===== src/design/mtm_pkg.sv =====
`default_nettype none
// ----------------------------------------------------------------------------
// mtm_pkg
// Types and codes shared by the memory-to-memory operation unit.
// ----------------------------------------------------------------------------
package mtm_pkg;

    localparam int ADDR_W = 10;
    localparam int WORD_W = 32;

    typedef enum logic [2:0] {
        MODE_ADD    = 3'd0,
        MODE_NEG    = 3'd1,
        MODE_MUL    = 3'd2,
        MODE_READ   = 3'd3,
        MODE_ASSIGN = 3'd4,
        MODE_LE     = 3'd5
    } mode_e_t;

    typedef enum logic [1:0] {
        ST_CLEAR,
        ST_IDLE,
        ST_EXEC
    } state_t;

    typedef struct packed {
        logic [2:0]               mode;
        logic [ADDR_W-1:0]        src_a_addr;
        logic [ADDR_W-1:0]        src_b_addr;
        logic [ADDR_W-1:0]        dest_addr;
        logic signed [WORD_W-1:0] immediate;
    } cmd_t;

    typedef struct packed {
        logic signed [WORD_W-1:0] result;
        logic                     bad_mode;
    } rsp_t;

    typedef struct packed {
        logic wr;
        rsp_t rsp;
    } alu_out_t;

    localparam logic [WORD_W-1:0] WORD_ALL_ONES = {WORD_W{1'b1}};

endpackage
`default_nettype wire


===== src/design/mtm_alu.sv =====
`default_nettype none
// ----------------------------------------------------------------------------
// mtm_alu
// Operation decode and arithmetic on the two source words.
// ----------------------------------------------------------------------------
module mtm_alu (
    input  wire logic [2:0]                        mode,
    input  wire logic [mtm_pkg::WORD_W-1:0]        a,
    input  wire logic [mtm_pkg::WORD_W-1:0]        b,
    input  wire logic [mtm_pkg::WORD_W-1:0]        imm,
    output mtm_pkg::alu_out_t                      res
);

    logic [mtm_pkg::WORD_W-1:0] sum;
    logic [mtm_pkg::WORD_W-1:0] neg;
    logic [mtm_pkg::WORD_W-1:0] prod;
    logic                       le;

    assign sum  = a + b;
    assign neg  = {mtm_pkg::WORD_W{1'b0}} - a;
    assign prod = a * b;
    assign le   = $signed(a) <= $signed(b);

    always_comb
    begin
        res.wr           = 1'b1;
        res.rsp.bad_mode = 1'b0;
        res.rsp.result   = '0;
        unique case (mtm_pkg::mode_e_t'(mode))
            mtm_pkg::MODE_ADD:    res.rsp.result = sum;
            mtm_pkg::MODE_NEG:    res.rsp.result = neg;
            mtm_pkg::MODE_MUL:    res.rsp.result = prod;
            mtm_pkg::MODE_READ:
            begin
                res.rsp.result = a;
                res.wr         = 1'b0;
            end
            mtm_pkg::MODE_ASSIGN: res.rsp.result = imm;
            mtm_pkg::MODE_LE:
                res.rsp.result = {{(mtm_pkg::WORD_W-1){1'b0}}, le};
            default:
            begin
                res.rsp.result   = mtm_pkg::WORD_ALL_ONES;
                res.rsp.bad_mode = 1'b1;
                res.wr           = 1'b0;
            end
        endcase
    end

endmodule
`default_nettype wire


===== config.mk =====
export PLATFORM = sky130hd
export DESIGN_NAME = mtm_alu
export DESIGN_NICKNAME = d
export VERILOG_FILES = /design/src/design/mtm_pkg.sv /design/src/design/mtm_alu.sv
export SDC_FILE = /design/constraint.sdc
export NUM_CORES = 1
export LEC_CHECK = 0
export ABC_AREA = 1
export BUFFER_PORTS_ARGS = -buffer_cell sky130_fd_sc_hd__buf_2
export CAP_MARGIN = 40
export CORE_UTILIZATION = 48
export DETAILED_ROUTE_END_ITERATION = 12
export GPL_TIMING_DRIVEN = 0
export PLACE_DENSITY_LB_ADDON = 0.3
export SLEW_MARGIN = 40
export SYNTH_ARGS = -nofsm -noshare
export SYNTH_HDL_FRONTEND = slang
export SYNTH_SLANG_ARGS = --single-unit

===== constraint.sdc =====
create_clock -name vclk -period 14.46
set_clock_uncertainty 0.05 [all_clocks]
set_input_delay 2.892 -clock vclk [all_inputs]
set_output_delay 2.892 -clock vclk [all_outputs]
set_load 0.1 [all_outputs]

======== Yosys cells after proc, flatten, opt, wreduce, memory -nomap -nowiden ========
Index checks and enable logic that the tools add are counted.
word-level totals
  output and inout bits ................... 34
  flip-flop bits (word level) ............. 0
  word-level logic and storage cells ...... 15
cells by class
  multiply operators ...................... 1
  multiplexer cells ....................... 3
  order comparisons ....................... 1
  reduce and logical (&&, ||, !) cells .... 3
  add/sub/neg operators ................... 2
  equality and inequality tests ........... 5
operators with widths
  operator                                                                count
  32-bit one-hot mux with 6 select lines                                  1
  32-bit adder                                                            1
  32-bit less-or-equal comparator                                         1
  32-bit by 32-bit multiplier with 32-bit output                          1
  1-bit by 32-bit subtractor with 32-bit output (first input constant)    1
  3-bit by 2-bit equality test with 1-bit output (second input constant)  2
  3-bit equality test (second input constant)                             2
  6-bit OR reduction                                                      1
  5-bit OR reduction                                                      1
  3-bit by 1-bit equality test with 1-bit output (second input constant)  1
  3-bit logical NOT                                                       1
  1-bit 2-to-1 mux                                                        2

======== Logic depth before layout (Yosys ltp) ========
  word-level depth ........................ 3
  mapped depth ............................ 32

======== Worst setup path after synthesis ========
Ideal clock, no wire load.
  kind .................................... input-to-output
  start ................................... in a[11] in the netlist's numbering
  end ..................................... out res[28] in the netlist's numbering
  arrival ................................. 9.848 ns
  data required time ...................... 11.518 ns
  path slack .............................. 1.670 ns
  stages .................................. 29
  buffers on the path ..................... 3
  cells stage by stage .................... buf_2 > clkbuf_1 > clkbuf_1 > nand2_1 > inv_1 > fa_1 > fa_1 > fa_1 > inv_1 > fa_1 > inv_1 > fa_1 > inv_1 > fa_1 > inv_1 > fa_1 > fa_1 > ha_1 > nand2_1 > nor2_1 > inv_1 > nor3_1 > nand3_1 > nand3_1 > nand2_1 > nand2_1 > a21oi_1 > o21ai_0 > nand4_1
RTL lines
  item         line           text
  from (decl)  mtm_alu.sv:8   input wire logic [mtm_pkg::WORD_W-1:0] a,
  to (decl)    mtm_alu.sv:11  output mtm_pkg::alu_out_t res

==> impl_metrics.ini <==
[drt]
ant_nets = 0
per_cell_routed_wire_length_um = 22.5
remaining_drc_errors = 0
drt_pass1_iterations = 6
detailroute.via_count = 20900
dr.first_iter.drc_count = 2356
finalWirelength_um = 85800
drt-vias-per-instance = 5.49

[layout]
area_taken_by_flip_flops_and_latches_um2 = 0
final_layout_size_suffix_gt1_share_pct = 7.36
nClkBuffers = 0
finish.utilization_pct = 52.3
areaGrowthSynthToFinish_pct = 6.72
layout_nets = 3918
nFlopsAndLatches = 0

[worst_hold_path]
min_path_type = input pin to output port
worstHoldEndpoint = res[33]
timing.hold.worst_path_depth = 3
holdCritStartpoint = mode[2]

[die]
core-area_um2 = 43400
die_width_um = 212
dieHeight_um = 212
fp-row-count = 76
initial_utilization_pct = 49.0
dieArea_um2 = 45100
boundaryPins = 133

[timing]
post-route-min-period_ns = 14.13
grt_setup_unrepaired = false
worst_slew_pin_slew_ns = 0.949
maxSlewViolCount = 0
max-slew-margin-rel_pct = 36.7
setup_ws_ns = 0.328
timing.fmax_ghz = 0.0708
finalHoldWorstSlack_ns = 6.31
min_period_over_period_pct = 97.7
hold_viol = 0
sum_of_negative_setup_slack_ns = 0
setup_viol_count_final = 0

[global_routing]
grt_antenna_before_repair = 1
grt_overflow = 0
grt_first_pass_wirelength_um = 129000
grt_max_degree = 11
globalRouteTotalUtil_pct = 39.6
number_of_global_route_vias_before_repair = 20900

[synthesis]
synthesis.area_per_instance_um2 = 6.87
synth_cell_types = 52
postSynthNetCount = 3786
synthesis.area_um2 = 21200
ys_warn_count = 0
synth_area_leaders = fa_1, inv_1, nand2_1
yosysSeqAreaShare_pct = 0
synth_top_cell_by_area = fa_1
netlist_instances = 3091
synthDominantCellAreaShare_pct = 38.6

[clock_tree]
hold_buffers = 0

[run_status]
outcome = finished, final reports clean

[worst_setup_path]
worst_path_max_delay_cell = clkbuf_1
cp_data_arrival_time_ns = 11.19
critical_path.endpoint_type = output port
worstPathMaxFanout = 10
critPathLaunchType = input pin
worst_path_most_repeated_cell = fa_1
path_class = input pin to output port
timing.critical_path.max_delay_family = adder cells
max_stage_delay_ns = 0.71
worst-path-buf-inv = 9
crit_required_ns = 11.52

[place]
place_hpwl_um = 72700
portBuffers = 133
pre_cts_slack_ns = -0.0263
gp_congestion = 1.06

[run]
cap_viol_max_count = 0
[routing by layer]
| metal | vias to the layer above | track usage (%) | share of wire [%] |
|---|---|---|---|
| li1 | 9374 | - | - |
| met1 | 10100 | 51.4 | 38 |
| met2 | 1180 | 62.1 | 44 |
| met3 | 241 | 7.81 | 11 |
| met4 | 2 | 21.9 | 7.2 |
| met5 | - | 1.00 | 0.016 |
[cells in the mapped netlist, types with 3 or more instances]
| library cell | n |
|---|---|
| a211oi_1 | 5 |
| a21o_1 | 13 |
| a21oi_1 | 109 |
| a21oi_2 | 3 |
| a221oi_1 | 25 |
| a31oi_1 | 6 |
| buf_1 | 19 |
| buf_2 | 29 |
| clkbuf_1 | 85 |
| fa_1 | 409 |
| ha_1 | 187 |
| inv_1 | 895 |
| nand2_1 | 791 |
| nand2_2 | 7 |
| nand3_1 | 120 |
| nand3b_1 | 13 |
| nand4_1 | 45 |
| nor2_1 | 107 |
| nor2_2 | 4 |
| nor2_4 | 6 |
| nor3_1 | 28 |
| nor3_2 | 3 |
| nor4_1 | 7 |
| o2111ai_1 | 6 |
| o211ai_1 | 8 |
| o21ai_0 | 81 |
| o21ai_1 | 3 |
| o21ai_2 | 3 |
| o21bai_1 | 17 |
| or2_2 | 11 |
| xnor2_1 | 7 |
| xor2_1 | 12 |
[worst min-delay path: stages]
cell and delay [ns]:
buf_2 0.12, o21ai_0 0.13, buf_2 0.32
[logic make-up after synthesis]
| kind of cell | count (synthesis) | synth area share, % |
|---|---|---|
| AOI/OAI and AO/OA | 296 | 8.47 |
| buffers and inverters | 1033 | 18.4 |
| xor gates and xnor gates | 19 | 0.784 |
| adders and majority gates | 596 | 49.6 |
| and+or+nand+nor | 1147 | 22.7 |
[worst max-delay path by stage]
stage	start	end	slack [ns]	depth (start not counted)
4_1_cts	a[11]	res[27]	0.16	31
2_1_floorplan	a[11]	res[28]	1.67	29
3_3_place_gp	a[5]	res[27]	-0.1	31
5_1_grt	b[2]	res[27]	0.10	28
3_5_place_dp	a[11]	res[27]	-0.03	31
6_report	a[10]	res[27]	0.33	29
[layout make-up]
class	count	area (um2)
repair buffers	133	666
multi-input cells	2058	17300
diodes	1	2.50
inverters	898	3370
fillers	4551	20700
plain buffers	132	567
well taps	585	732
[stage by stage]
step / instance area (um2) / instances
after floorplan: 21200 / 3091
after global placement: 22600 / 3809
after detailed placement: 22700 / 3809
after CTS: 22700 / 3809
after global routing: 22700 / 3806
final: 22700 / 3807
[what timing repair did]
item,CTS,global route
setup endpoints to repair,1,3
resized for setup,1,0
buffers inserted,0,0
[cell usage in the layout (no fill, tap or decap), types with 17 or more instances in the layout]
cell	count
inv_1	895
nand2_1	791
fa_1	409
ha_1	187
buf_2	168
nand3_1	120
a21oi_1	109
nor2_1	107
o21ai_0	81
clkbuf_1	62
nand4_1	45
nor3_1	28
a221oi_1	25
clkbuf_2	22
o21bai_1	17
